### src/hdl/sts_pkg.sv
// ----------------------------------------------------------------------------
// Sorted table search package
// Item types, opcodes and field widths shared by the search block files.
// ----------------------------------------------------------------------------
package sts_pkg;

   localparam int KEY_WIDTH   = 32;
   localparam int INDEX_WIDTH = 10;
   localparam int COUNT_WIDTH = 11;

   localparam logic OP_WRITE  = 1'b0;
   localparam logic OP_SEARCH = 1'b1;

   typedef struct packed {
      logic                        opcode;
      logic [INDEX_WIDTH-1:0]      entry_index;
      logic signed [KEY_WIDTH-1:0] key_value;
   } req_type;

   typedef struct packed {
      logic                   found;
      logic [INDEX_WIDTH-1:0] position;
   } rsp_type;

endpackage

### src/hdl/sts_engine.sv
// ----------------------------------------------------------------------------
// Search engine
// Bisects the table range, one memory read and one compare per probe.
// ----------------------------------------------------------------------------
module sts_engine
   import sts_pkg::*;
#(
   parameter int TABLE_DEPTH = 1024
) (
   input  logic                           clock,
   input  logic                           reset,
   input  logic                           start,
   input  logic [KEY_WIDTH-1:0]           key,
   input  logic [$clog2(TABLE_DEPTH):0]   count,
   output logic                           busy,
   output logic [$clog2(TABLE_DEPTH)-1:0] rd_addr,
   input  logic [KEY_WIDTH-1:0]           rd_data,
   output logic                           done_valid,
   output rsp_type                        done_result,
   input  logic                           done_take
);

   localparam int AW = $clog2(TABLE_DEPTH);
   localparam int CW = AW + 1;

   localparam logic [1:0] ST_IDLE   = 2'd0;
   localparam logic [1:0] ST_PROBE  = 2'd1;
   localparam logic [1:0] ST_CHECK  = 2'd2;
   localparam logic [1:0] ST_FINISH = 2'd3;

   logic [1:0]           state_ff, state_in;
   logic [AW-1:0]        low_ff, low_in;
   logic [AW-1:0]        high_ff, high_in;
   logic [AW-1:0]        probe_ff, probe_in;
   logic                 last_ff, last_in;
   logic [KEY_WIDTH-1:0] key_ff, key_in;
   rsp_type              result_ff, result_in;

   logic [AW-1:0] mid;
   logic [CW-1:0] count_less;
   logic          hit;
   logic          above;

   // The midpoint rounds down and equals low once the range has closed.
   assign mid        = low_ff + ((high_ff - low_ff) >> 1);
   assign count_less = count - CW'(1);
   assign hit        = (rd_data == key_ff);
   assign above      = ($signed(rd_data) > $signed(key_ff));

   always_comb begin
      state_in  = state_ff;
      low_in    = low_ff;
      high_in   = high_ff;
      probe_in  = probe_ff;
      last_in   = last_ff;
      key_in    = key_ff;
      result_in = result_ff;
      case (state_ff)
         ST_IDLE: begin
            if (start) begin
               key_in = key;
               if (count == '0) begin
                  result_in = '0;
                  state_in  = ST_FINISH;
               end else begin
                  low_in   = '0;
                  high_in  = count_less[AW-1:0];
                  state_in = ST_PROBE;
               end
            end
         end
         ST_PROBE: begin
            probe_in = mid;
            last_in  = (low_ff == high_ff);
            state_in = ST_CHECK;
         end
         ST_CHECK: begin
            if (hit || last_ff) begin
               result_in.found    = hit;
               result_in.position = INDEX_WIDTH'(probe_ff);
               state_in           = ST_FINISH;
            end else begin
               if (above) begin
                  high_in = probe_ff;
               end else begin
                  low_in = probe_ff + AW'(1);
               end
               state_in = ST_PROBE;
            end
         end
         ST_FINISH: begin
            if (done_take) begin
               state_in = ST_IDLE;
            end
         end
         default: begin
            state_in = ST_IDLE;
         end
      endcase
   end

   always_ff @(posedge clock) begin
      if (reset) begin
         state_ff <= ST_IDLE;
      end else begin
         state_ff <= state_in;
      end
      low_ff    <= low_in;
      high_ff   <= high_in;
      probe_ff  <= probe_in;
      last_ff   <= last_in;
      key_ff    <= key_in;
      result_ff <= result_in;
   end

   assign busy        = (state_ff != ST_IDLE);
   assign rd_addr     = mid;
   assign done_valid  = (state_ff == ST_FINISH);
   assign done_result = result_ff;

endmodule

### config.mk
export PLATFORM = sky130hd
export DESIGN_NAME = sts_engine
export DESIGN_NICKNAME = d
export VERILOG_FILES = /design/src/hdl/sts_pkg.sv /design/src/hdl/sts_engine.sv
export SDC_FILE = /design/constraint.sdc
export NUM_CORES = 1
export LEC_CHECK = 0
export ABC_AREA = 1
export BUFFER_PORTS_ARGS = -buffer_cell sky130_fd_sc_hd__buf_4
export CORE_MARGIN = 1.5
export CORE_UTILIZATION = 50
export DETAILED_ROUTE_END_ITERATION = 10
export PLACE_DENSITY = 0.77
export SYNTH_ARGS = -nofsm -noshare
export SYNTH_HDL_FRONTEND = slang
export SYNTH_SLANG_ARGS = --single-unit
### constraint.sdc
create_clock -name clock -period 3.21 [get_ports clock]
set_input_delay 0.642 -clock clock [delete_from_list [all_inputs] [get_ports clock]]
set_output_delay 0.642 -clock clock [all_outputs]
set_load 0.05 [all_outputs]
## Word-level counts from Yosys, hierarchy flattened

Index checks and enable logic that the tools add are counted.

- Register bits after elaboration: 76
- Bits in latches: 0
- Bits in writable memories: 0
- ROM bits: 0
- Input port bits: 79
- Output and inout bits: 23
- Logic and storage cells: 55
- Memories: 0

- Add/sub/neg operators: 4
- Multiply operators: 0
- Divide/modulo/power cells: 0
- $lt $le $gt $ge: 1
- Equal/unequal tests: 13
- Shift operators: 0
- Muxes and demuxes: 19
- Bitwise gates (word level): 0
- Reductions and logical operators: 10

Operators by type and width:

| kind | number |
|---|---|
| $mux W10 | 8 |
| $pmux W10 S2 | 2 |
| $mux W11 | 3 |
| $eq A32 B32 Y1 | 1 |
| $gt A32 B32 Y1 | 1 |
| $pmux W11 S2 | 1 |
| $ne A2 B2 Y1 const B | 7 |
| $logic_not A11 Y1 | 1 |
| $add A10 B1 Y10 const B | 1 |
| $add A10 B9 Y10 | 1 |
| $eq A10 B10 Y1 | 1 |
| $reduce_and A5 Y1 | 2 |
| $sub A10 B1 Y10 const B | 1 |
| $sub A10 B10 Y10 | 1 |
| $mux W2 | 4 |
| $pmux W2 S4 | 1 |
| $eq A2 B2 Y1 const B | 2 |
| $reduce_and A2 Y1 | 2 |
| $reduce_and A4 Y1 | 1 |
| $reduce_bool A2 Y1 | 2 |
| $eq A2 B1 Y1 const B | 1 |
| $logic_not A2 Y1 | 1 |
| $ne A2 B1 Y1 const B | 1 |
| $logic_or A1 B1 Y1 | 1 |

## Logic depth before layout (Yosys ltp)

Gate-level depths: netlist of the first run.

- Depth in word-level cells: 4
- Gate-level depth with buffers: 17
- Gate-level depth less buffers: 17

## Worst setup path before layout of the first run

OpenSTA, ideal clock, no wires.

- Kind: reg-to-output
- Start point: register low_ff[0]
- End point: output port rd_addr[8]
- Arrival time: 3.192 ns
- Data required time: 2.568 ns
- Slack: -0.624 ns
- Stages on the path, launching flop included: 15
- Path buffers: 0
- Path through: edfxtp_1 ha_1 fa_1 o31ai_2 xor2_1 ha_1 a21oi_1 nand2_1 nand2_1 nand2_1 nand2_1 nand2_1 a21oi_1 o21bai_1 xor2_1

- Word-level cells in the longest chain between the ends: 2

Ends and longest elaborated chain:

| element | RTL line | RTL |
|---|---|---|
| from (decl) | sts_engine.sv:32 | `logic [AW-1:0] low_ff, low_in;` |
| from (signal assigned) | sts_engine.sv:108 | `low_ff <= low_in;` |
| $sub A10 B10 Y10 | sts_engine.sv:45 | `assign mid = low_ff + ((high_ff - low_ff) >> 1);` |
| $add A10 B9 Y10 (*) | sts_engine.sv:45 |  |
| to (decl) | sts_engine.sv:16 | `output logic [$clog2(TABLE_DEPTH)-1:0] rd_addr,` |

Every way passes the cells marked *; elsewhere a longest branch is shown, timed or not.

## Worst setup path in the final report of the first run

- Start point: register low_ff[0]
- End point: output port rd_addr[9]

The elaborated chain is that of the path after synthesis.

==> results of run 1 <==
## cell families (layout without fill, tap and decap cells)
kind of cell	Yosys count	in the layout	synth area share
DFF	76	76	0.490
AOI/OAI and AO/OA	75	75	0.0906
adders and majority gates	54	54	0.150
buffers and inverters	100	255	0.0816
and+or+nand+nor	159	159	0.152
xor gates and xnor gates	19	19	0.0361
## power breakdown
part           switching [W]  internal, W
Combinational        0.00182      0.00135
Clock               0.000370     0.000274
Sequential         0.0000864      0.00131
Total                0.00228      0.00293
## layer usage
layer	vias to the layer above	track usage	wire length, microns
met4	0	0.0813	233
li1	1904	-	-
met3	19	0.0475	677
met1	1750	0.292	4700
met5	-	0	0
met2	126	0.408	5560
## registers in the layout, summed over array words and instances (netlist names)
signal / flops
probe_ff: 10
done_result: 11
last_ff: 1
state_ff: 2
high_ff: 10
key_ff: 32
low_ff: 10
## synthesized netlist by cell type
| cell | number | area [sq um] |
|---|---|---|
| sky130_fd_sc_hd__a21o_1 | 3 | 22.5 |
| sky130_fd_sc_hd__o21ai_0 | 16 | 80.1 |
| sky130_fd_sc_hd__nor3_1 | 4 | 20.0 |
| sky130_fd_sc_hd__clkbuf_1 | 2 | 7.51 |
| sky130_fd_sc_hd__a21oi_2 | 1 | 8.76 |
| sky130_fd_sc_hd__or2_0 | 1 | 6.26 |
| sky130_fd_sc_hd__nor2_4 | 1 | 11.3 |
| sky130_fd_sc_hd__or2_1 | 3 | 18.8 |
| sky130_fd_sc_hd__a21oi_1 | 38 | 190 |
| sky130_fd_sc_hd__xnor2_1 | 6 | 52.6 |
| sky130_fd_sc_hd__or2_2 | 2 | 12.5 |
| sky130_fd_sc_hd__o21ai_1 | 6 | 30.0 |
| sky130_fd_sc_hd__nand2_2 | 2 | 12.5 |
| sky130_fd_sc_hd__fa_1 | 2 | 40.0 |
| sky130_fd_sc_hd__nor2_1 | 46 | 173 |
| sky130_fd_sc_hd__nor2_2 | 2 | 12.5 |
| sky130_fd_sc_hd__inv_2 | 9 | 33.8 |
| sky130_fd_sc_hd__dfxtp_1 | 2 | 40.0 |
| sky130_fd_sc_hd__nor3_2 | 4 | 40.0 |
| sky130_fd_sc_hd__nand2_1 | 74 | 278 |
| sky130_fd_sc_hd__nand4_1 | 6 | 37.5 |
| sky130_fd_sc_hd__a21boi_0 | 1 | 7.51 |
| sky130_fd_sc_hd__nor4_2 | 1 | 12.5 |
| sky130_fd_sc_hd__nor4_1 | 1 | 6.26 |
| sky130_fd_sc_hd__o21bai_1 | 3 | 22.5 |
| sky130_fd_sc_hd__edfxtp_1 | 74 | 2220 |
| sky130_fd_sc_hd__inv_1 | 88 | 330 |
| sky130_fd_sc_hd__ha_1 | 52 | 651 |
| sky130_fd_sc_hd__o2111ai_1 | 1 | 8.76 |
| sky130_fd_sc_hd__xor2_1 | 13 | 114 |
| sky130_fd_sc_hd__o31ai_1 | 1 | 7.51 |
| sky130_fd_sc_hd__o31ai_2 | 1 | 12.5 |
| sky130_fd_sc_hd__nand3_1 | 12 | 60.1 |
| sky130_fd_sc_hd__o21a_1 | 2 | 15.0 |
| sky130_fd_sc_hd__a31oi_1 | 2 | 12.5 |
| sky130_fd_sc_hd__buf_2 | 1 | 5.00 |
## how the worst min path moves through the flow
stage                 from              to  slack, ns  cells past startpoint
4_1_cts              reset     state_ff[1]       0.44                      2
2_1_floorplan  probe_ff[9]  done_result[9]       0.55                      2
3_3_place_gp   probe_ff[9]  done_result[9]       0.58                      2
5_1_grt              reset     state_ff[1]       0.44                      2
3_5_place_dp   probe_ff[9]  done_result[9]       0.59                      2
6_report             reset     state_ff[1]       0.45                      2
## stage by stage
| step | std cells | hold slack, ns | total power [W] | area, sq um | setup WS (ns) |
|---|---|---|---|---|---|
| 6_report | 746 | 0.449 | 0.00521 | 6330 | -0.668 |
| 3_5_place_dp | 723 | 0.586 | 0.00405 | 5910 | -0.283 |
| 2_1_floorplan | 483 | 0.551 | 0.00317 | 4770 | -0.116 |
| 5_1_grt | 746 | 0.438 | 0.00548 | 6330 | -0.864 |
| 3_3_place_gp | 723 | 0.585 | 0.00400 | 5910 | -0.180 |
| 4_1_cts | 742 | 0.443 | 0.00499 | 6200 | -0.634 |
## cell type report
cell class                 count  area (sq um)  share of cell area
inverter                      97           369              0.0583
clock buffer                   9           124              0.0196
tap                          108           135              0.0213
multi-input combinational    307          2280               0.360
sequential                    76          2260               0.357
clock inverter                 6          42.5             0.00672
timing repair buffer         143          1120               0.177
## timing repair
action                                  4_1_cts  5_1_grt
gates resized for setup                      19       22
pin swaps                                     9       11
endpoints found under the setup margin        8        8
setup buffers                                 5        8
cloned                                        0        0
==> results.txt, run 1 <==
* Vias in the first global route: between 3000 and 4000
- The initial antenna violation count came to 0.
- Initial core utilization: 0.521
* Kind of path behind the tightest hold check: in2reg
- In the global route stage, overall resource usage came out at 0.235.
- Setup Viol. Count Final: 7
* Failing checks: negative setup slack
* Worst reg2reg startpoint: low_ff[0]
- The analysis attributes to cell leakage a power of 2.95 nW.
- CTS built an H-tree with a depth of 3.
* Maximum achievable frequency: 258 MHz
* Mapped Cells: ~480
- Counting every net in the synthesized netlist gives 616.
* Post-synthesis cell type count: 36
- Compared with the post-synthesis result, the final layout area differs by 37.3%.
* Pin count of the biggest net entering global routing: 33
- Counting stages on the worst path, the most repeated cell is sky130_fd_sc_hd__nand2_1.
- The count of nets left with antenna violations once routing finished came out at 0.
- The worst setup path is captured at an output pin.
- 1st-iter DRT viols: between 150 and 200
- The floorplan step defined a die boundary enclosing 0.00981 sq mm.
- No sink is reached through more buffers than the 2 on the longest clock path.
- 0 antenna diodes ended up in the layout.
* Transition time at the pin with the least slew margin: 0.496 ns
- Most common library cell in the layout ignoring fill and taps: sky130_fd_sc_hd__buf_4
* DP HPWL: around 8600 microns
- Cell Area, Synth: 0.00461 sq mm
- Critical Path Source: low_ff[0]
* Cts-stage hold buffer count: 0
- The kind of cell with the highest combined delay along the critical path is adder cells.
- The slowest stage of the critical path belongs to the cell sky130_fd_sc_hd__edfxtp_1.
* Total number of placement rows: 34
- Endpoint required time on the critical path: approximately 2.6 ns
- In this run the tightest slew margin relative to its limit is 0.667.
* Critical path start-end classification: reg2out
- The routed design has 11200 microns of wire.
* Via density: 5.09
- Die boundary width: 99.1 microns
* Worst R2R Setup Slack: 0.22 ns
- Post-layout minimum cycle time: 3.88 ns
* Cells along the critical path: ha_2, fa_2, o31ai_4, a21oi_1, o21ai_1, xor2_1, ha_1, nand2_1, nor2_1, nand2_1, nand4_1, xor2_4, buf_6
- Final Hold Viols: 0
* Yosys warning total: 0
* Setup slack of the critical path after layout: -0.668 ns
* Worst vdd rail ir drop: 1.03 mV
* CTS clock-pin slew for the worst setup and hold paths: about 0.080 ns
* Signal arrival time at the worst endpoint: 3.24 ns
- Routed wire per std cell: 15.0 microns
- In the finished design, the share of the clock period the worst path needs comes to 1.21.
- TritonCTS built the clock tree.
- In the final layout, the share of cells above drive strength 1 is 0.342.
* Vias: 3799
- The synthesized design contains 76 register bits.
* Result of the run: finished, violations left
- The clock reaches the later pin of the worst-skew pair after 0.35 ns.
- Final Util: 0.716
- Count of buffers inserted at the top-level ports: 101
* Number of detailed-route iterations in the first pass: 5
- The number of max-slew violations in the final report came to 0.
- After routing, the total negative slack on setup checks comes to -3.56 ns.
- GRT overflow: 0
- Clock Root Buffer: sky130_fd_sc_hd__clkbuf_8
- Along the worst path, the maximum fanout reaches 3.
* Sequential-to-total area share from yosys stat: 0.490
- Most frequent cells in the layout: 131 x sky130_fd_sc_hd__buf_4, 84 x sky130_fd_sc_hd__inv_1, 74 x sky130_fd_sc_hd__edfxtp_1, 69 x sky130_fd_sc_hd__nand2_1, 46 x sky130_fd_sc_hd__ha_1
* Clock Skews: 0.00882 ns
- Unrepaired setup endpoints after global routing: true
- Counting both buffers and inverters, the worst setup path holds a total of 1.
- Crit Reg-Reg Endpoint: probe_ff[6]
* Filler Cells Inserted: approximately 660
* Slowest Stage Delay on Critical Path: 0.42 ns
- Counting cells, the worst reg-to-reg path comes to 15.
- I/O pins: 102
- After detailed routing, the number of remaining DRC violations is 0.
* Clk sinks: 76
- Post-synthesis average cell area: 9.55 sq um
- Number of maximum-capacitance violations: 0
- The first global-routing pass estimated between 15000 and 20000 microns of wire.
- The worst setup path is launched from a flip-flop.
- The net count of the finished layout is 767.
* Total power divided by cell area: 822 mW/mm^2
* Vertical extent of the die: 99.1 microns
* Number of buffers inserted during clock tree synthesis: 9
* Core ar.: just under 0.009 sq mm
* Number of logic stages on the critical path including buffering: 13
* Capturing instance or port of the critical path: rd_addr[9]
- Final weighted congestion in routability-driven placement: 0.942
Note: power is estimated with default switching activity, not from simulation.
==> run 2, diff against run 1 <==
--- a/config.mk
+++ b/config.mk
@@ -8,9 +8,9 @@
 export ABC_AREA = 1
 export BUFFER_PORTS_ARGS = -buffer_cell sky130_fd_sc_hd__buf_4
 export CORE_MARGIN = 1.5
-export CORE_UTILIZATION = 50
+export CORE_UTILIZATION = 25
 export DETAILED_ROUTE_END_ITERATION = 10
-export PLACE_DENSITY = 0.77
+export REMOVE_ABC_BUFFERS = 1
 export SYNTH_ARGS = -nofsm -noshare
 export SYNTH_HDL_FRONTEND = slang
 export SYNTH_SLANG_ARGS = --single-unit
==> run 2 against run 1 <==
First-iteration DRC count fell by 3.8%. Sequential power barely moved. The run still ends with negative setup slack left. Power rose by 7.1%. Register-to-register slack got worse by 0.09 ns. Count of clock-buffer cells in the layout rose by 1.
==> results.txt, run 2 (synthesis results as in run 1) <==
- Result of the run: finished, violations left
* Failing checks: negative setup slack
* Critical Path Fanout Max: 3
* Power share of the sequential group: 0.250
* Area after detailed placement: 0.00594 sq mm
- The library cell used most frequently in the layout, excluding fill and tap cells, is sky130_fd_sc_hd__buf_4.
- Number of detailed-route iterations in the first pass: 5
* Clock Root Buffer: sky130_fd_sc_hd__clkbuf_16
* Core ar.: 0.0180 sq mm
- Routability-driven placement finished with a final weighted congestion of 0.848.
* Clock network latency to the later pin of the worst-skew pair: about 0.34 ns
* Top reg by flops: key_ff
- The worst path in the final design needs a cycle of 3.79 ns, including I/O delays and setup.
* Setup slack of the critical path after layout: -0.576 ns
- Area of all placed cells without fillers: 0.00666 sq mm
- For this run the aggregate overflow at the end of global routing stands at 0.
- Type of destination of the critical path: output pin
- Kind of cell with the highest combined delay on the critical path: adder cells
* Pin count of the biggest net entering global routing: 33
* Floorplan die area: around 0.019 sq mm
* Setup_tns: -2.84 ns
* Number of buffers inserted during clock tree synthesis: 9
- Number of maximum-capacitance violations: 0
* Worst vdd rail ir drop: roughly 0.73 mV
* Number of non-filler instances in the completed layout: around 870
- Die boundary width: 139 microns
- Cts-stage hold buffer count: 0
- After detailed routing, the number of vias per cell comes to 4.28.
- Setup repair after global routing could not meet its margin everywhere.
- Internal Power: between 0.003 and 0.004 W
- In this run the deepest clock path goes through 2 buffers.
- The detailed router placed approximately 3700 vias in this run.
- After the first detailed-routing iteration, the DRC count stood at 175.
* Clock network fraction of total power: 0.187
- Maximum achievable frequency: 264 MHz
- The min-delay analysis places its worst path in the category in2reg.
* DP HPWL: just under 9000 microns
- In this run the tool buffered the top-level ports with just over 100 buffer cells.
* Critical path buffers and inverters: 4
- The die is roughly 140 microns tall.
* Critical path start-end classification: reg2out
* Cells along the critical path: buf_6, fa_2, o31ai_4, buf_4, buf_6, a21oi_2, o21ai_1, xor2_1, ha_1, nand2_1, nor2_2, nand3_1, nand4_1, xor2_2, buf_6
* Final Hold Viols: 0
* Transition time at the pin with the least slew margin: 0.907 ns
- For the final database, setup skew stands at 0.00990 ns.
* Sw frac: 0.402
- Crit path top cell by count: sky130_fd_sc_hd__buf_6
* Reported net switching power: 0.00224 W
- The first global-routing pass estimated 18100 microns of wire.
- Slowest Stage Delay on Critical Path: 0.41 ns
- In the layout the commonest cells are 138 x sky130_fd_sc_hd__buf_4, 86 x sky130_fd_sc_hd__inv_1, 74 x sky130_fd_sc_hd__edfxtp_1, 71 x sky130_fd_sc_hd__nand2_1, 47 x sky130_fd_sc_hd__ha_1.
- Counting every sink on the clock net gives 76.
- Endpoint required time on the critical path: 2.57 ns
- For this block, the routed nets add up to 11300 microns of wire.
- Nets: 776
* Count of final max-slew check failures: 0
* Number of design rule violations left after detail routing: 0
- Antenna cell count: 0
* Final ANT Viol Nets: 0
- In the final layout, the share of cells above drive strength 1 is 0.347.
- Final worst path period share: 1.18
- Worst slew margin: 0.394
* Slowest library cell on the worst path: sky130_fd_sc_hd__edfxtp_1
- Initial core utilization: 0.256
* I/O pins: between 100 and 150
- Combinational share of power: 0.563
- The initial antenna violation count is 0.
- Cell count after placement: 848
- Data arrives at the worst endpoint at approximately 3.1 ns.
- Routed wire per std cell: 13.0 microns
- Area Growth Syn to Fin: 44.4%
* Total power divided by cell area: 836 mW/mm^2
- DP Worst Slack: -0.426 ns
- Element type at the critical path start: flip-flop
* Static Leak: slightly above 3 nW
* Largest register FFs: 32
- For this run, the total global-route usage over all layers was measured as 0.121.
- TritonCTS clock tree: built
* CTS clock-pin slew for the worst setup and hold paths: 0.06 ns
* Setup Viol. Count Final: 7
* Total number of placement rows: 49
- The number of global-route vias before repair came to 3802.
* Htree depth: 3
* Total power of the final layout: 0.00557 W
[run 2: cell count changes in the layout (fill, tap and decap cells not counted), sizes merged]
cell,previous run,this run
buf,143,152
bufinv,0,2
clkbuf,9,10
clkinv,2,1
clkinvlp,4,0
[run 2: path summary, 6_finish.rpt]
| kind | startpoint | end | slack [ns] | cells after the start |
|---|---|---|---|---|
| worst max register to register | low_ff[1] | probe_ff[9] | 0.13 | 16 |
| worst min register to register | probe_ff[9] | done_result[9] | 0.60 | 2 |
| worst min-delay path | reset | state_ff[1] | 0.46 | 2 |
| worst max-delay path | low_ff[1] | rd_addr[9] | -0.58 | 15 |
[run 2: per-stage QoR]
stage | hold slack [ns] | utilization
2_1_floorplan | 0.551 | -
3_3_place_gp | 0.589 | 0.330
3_5_place_dp | 0.574 | 0.330
4_1_cts | 0.448 | 0.361
5_1_grt | 0.457 | 0.370
6_report | 0.460 | 0.370
[run 2: metal layers]
metal | GRT usage | routed length [microns] | vias to the layer above
met2 | 0.208 | 5680 | 89
met4 | 0.0488 | 181 | 0
met1 | 0.143 | 4770 | 1714
li1 | - | - | 1924
met3 | 0.0297 | 703 | 14
met5 | 0 | 0 | -
[run 2: power groups by stage]
stage	combinational [W]	clock, W	sequential (W)
2_1_floorplan	0.00150	0	0.00142
3_3_place_gp	0.00243	0	0.00141
3_5_place_dp	0.00243	0	0.00141
4_1_cts	0.00291	0.00107	0.00139
5_1_grt	0.00338	0.00111	0.00141
6_report	0.00314	0.00104	0.00139
[run 2: final cells by class]
type / instances / area (sq um)
Clock buffer: 10 / 229
Timing Repair Buffer: 152 / 1200
Sequential cell: 76 / 2260
Tap cell: 229 / 287
Fill cell: 1819 / 11400
Multi-Input combinational cell: 307 / 2260
Inverter: 97 / 367
Clock inverter: 3 / 65.1
[run 2: what timing repair did]
item,CTS,global route
buffers inserted,5,8
endpoints found under the hold margin,0,0
endpoints found under the setup margin,9,8
resized for setup,42,22
pin swaps,17,21
==> run 3, diff against run 2 <==
--- a/config.mk
+++ b/config.mk
@@ -10,7 +10,6 @@
 export CORE_MARGIN = 1.5
 export CORE_UTILIZATION = 25
 export DETAILED_ROUTE_END_ITERATION = 10
-export REMOVE_ABC_BUFFERS = 1
 export SYNTH_ARGS = -nofsm -noshare
 export SYNTH_HDL_FRONTEND = slang
 export SYNTH_SLANG_ARGS = --single-unit
==> run 3 against run 2 <==
Wire length up 4.0%. Clock skew down 0.0027 ns. The run still ends with negative setup slack left. Via count down 1.2%. Non-clock buffer count down 4. Worst setup slack worse by 0.13 ns. Fmax down 3.3%. Sequential share of layout area down 0.69 points. Core utilization up 0.77 points. Combinational power up 7.6%. Register-to-register slack worse by 0.02 ns. Die area unchanged.
==> results.txt, run 3 (synthesis results as in run 1) <==
- Total number of placement rows: 49
* Final Hold Viols: 0
- For this design the top-level I/O count stands at just over 100.
- TritonCTS built the clock tree.
- Entering global routing, the biggest net connects 33 pins.
- Number of buffers inserted during clock tree synthesis: 9
- The count of buffers added on input and output ports is about 100.
* Total length of routed wires: roughly 12000 microns
- Measured along the y axis, the die boundary spans 139 microns.
- The worst setup path is captured at an output pin.
- Counting flops per register, the top entry is key_ff.
- Clock Root Buffer: sky130_fd_sc_hd__clkbuf_16
- Internal Power: 0.00347 W
- Worst slew margin: 0.690
- The clock arrives with 0.00720 ns of skew.
* Via density: 4.23
- Critical path buffers and inverters: 2
- In this run the remaining antenna-violating nets after routing total 0.
- Number of detailed-route iterations in the first pass: 4
- The min-delay analysis places its worst path in the category in2reg.
- After detailed routing, the average wire length per cell comes to 13.5 microns.
* Worst vdd rail ir drop: around 0.38 mV
* Cell count after placement: 847
- The first global-routing pass estimated about 19000 microns of wire.
- Kind of cell with the highest combined delay on the critical path: adder cells
- The final layout contains 772 nets.
* Setup_tns: -3.55 ns
- GRT overflow: 0
- 0 antenna diodes ended up in the layout.
* Final Util: 0.377
- Signal arrival time at the worst endpoint: 3.27 ns
- The total area inside the core boundary comes to 0.0180 sq mm.
- The startpoint identified for the worst register-to-register timing path is low_ff[0].
* Clock network fraction of total power: 0.186
* Worst Hold Depth: 2
- Clock network latency to the later pin of the worst-skew pair: 0.34 ns
- In this run the deepest clock path goes through 2 buffers.
* Crit Reg-Reg Endpoint: probe_ff[7]
- The H-tree generated during clock tree synthesis spans 3 levels.
- Filler Cells Inserted: 1842
- The slowest stage of the critical path belongs to the cell sky130_fd_sc_hd__edfxtp_1.
* Count of final max-slew check failures: 0
- Number of antenna violations at the first check in global routing: 0
* CTS clock-pin slew for the worst setup and hold paths: 0.06 ns
- The initial utilization of the core area, before any placement, comes to 0.256.
* Hold Path End: state_ff[1]
* Hold wc startpoint: reset
- Unrepaired setup endpoints after global routing: true
* Sw frac: 0.409
- The library cell used most frequently in the layout, excluding fill and tap cells, is sky130_fd_sc_hd__buf_4.
- Setup Viol. Count Final: 7
* DP HPWL: 9040 microns
- The run finished, with violations left.
- The congestion estimate from routability-driven global placement came to 0.865.
* Slowest Stage Delay on Critical Path: ~0.43 ns
- Traced cell by cell, the critical path runs through ha_4, fa_2, o31ai_4, buf_6, a31oi_2, xnor2_1, ha_1, nand2_2, nor2_2, nand3_1, nand4_1, xor2_4, buf_6.
* Crit path top cell by count: sky130_fd_sc_hd__buf_6
- Power share of the sequential group: 0.238
* Die boundary width: 139 microns
* Maximum achievable frequency: 255 MHz
* Transition time at the pin with the least slew margin: 0.465 ns
- Worst R2R Setup Slack: about 0.11 ns
- The top cell types in the final layout, fill and taps aside, are 132 x sky130_fd_sc_hd__buf_4, 85 x sky130_fd_sc_hd__inv_1, 74 x sky130_fd_sc_hd__edfxtp_1, 70 x sky130_fd_sc_hd__nand2_1, 44 x sky130_fd_sc_hd__ha_1.
* 1st-iter DRT viols: 184
* Total global-route track usage: 0.126
* Failing checks: negative setup slack
* Post-layout minimum cycle time: 3.92 ns
* Endpoint required time on the critical path: ~2.6 ns
- In this run the power spent charging and discharging nets is approximately 0.0024 W.
* Clk sinks: between 70 and 80
- The routed layout has 3697 vias.
- Total power divided by cell area: about 860 mW/mm^2
* Number of non-filler instances in the completed layout: 873
* Number of maximum-capacitance violations: 0
* Final worst path period share: 1.22
* Area Growth Syn to Fin: 47.4%
* Largest register FFs: 32
* DP Worst Slack: -0.234 ns
* Number of design rule violations left after detail routing: 0
* Vias in the first global route: 3632
- On the final layout, the worst hold slack is 0.464 ns.
- Depth of the worst register-to-register path: 14
- Floorplan die area: 0.0193 sq mm
* Critical path start-end classification: reg2out
- Static Leak: 3.07 nW
* Combinational share of power: 0.576
- In the post-route analysis, the smallest setup slack over all paths is -0.705 ns.
- Ratio of cells with drive above 1 in the final layout: 0.360
* Cts-stage hold buffer count: 0
- Critical Path Fanout Max: 3
* Element type at the critical path start: flip-flop
## run 3: cell types whose count changed in the layout (fill, tap and decap cells not counted), moves of 3 or more
cell,delta
sky130_fd_sc_hd__buf_4,-6
sky130_fd_sc_hd__buf_6,+3
sky130_fd_sc_hd__ha_1,-3
sky130_fd_sc_hd__ha_4,+3
## run 3: power groups by stage
stage	logic, W	registers (W)	clock network [W]
after floorplan	0.00174	0.00143	0
after global placement	0.00265	0.00142	0
after detailed placement	0.00266	0.00142	0
after CTS	0.00314	0.00140	0.00112
after global routing	0.00363	0.00141	0.00117
final	0.00338	0.00140	0.00109
## run 3: metal layers
| layer | wire, microns | global-route usage |
|---|---|---|
| met1 | 5330 | 0.162 |
| met2 | 5860 | 0.209 |
| met3 | 479 | 0.0273 |
| met4 | 122 | 0.0417 |
| met5 | 0 | 0 |
## run 3: worst max path at each step
stage / startpoint / endpoint / depth (start not counted)
after floorplan: low_ff[0] / rd_addr[8] / 14
after global placement: low_ff[0] / rd_addr[8] / 15
after detailed placement: low_ff[0] / rd_addr[9] / 12
after CTS: low_ff[0] / rd_addr[8] / 15
after global routing: low_ff[0] / rd_addr[9] / 14
final: low_ff[0] / rd_addr[9] / 13
## run 3: area by class of cell
type,count,area [sq um],share of cell area
clock inverters,7,91.3,0.0134
multi-input cells,307,2400,0.352
flip-flops and latches,76,2260,0.333
repair buffers,148,1170,0.172
inverters,97,369,0.0543
clock buffers,9,225,0.0331
well taps,229,287,0.0421
## run 3: timing repair
item	CTS	global route
gates resized for setup	36	28
setup endpoints to repair	8	8
setup buffers	8	6
pin swaps	21	29
## run 3: through the flow
step	total power [W]	area [sq um]
final	0.00587	6800
after global routing	0.00622	6800
after CTS	0.00566	6640
after detailed placement	0.00408	6080
after global placement	0.00407	6080
after floorplan	0.00317	4770
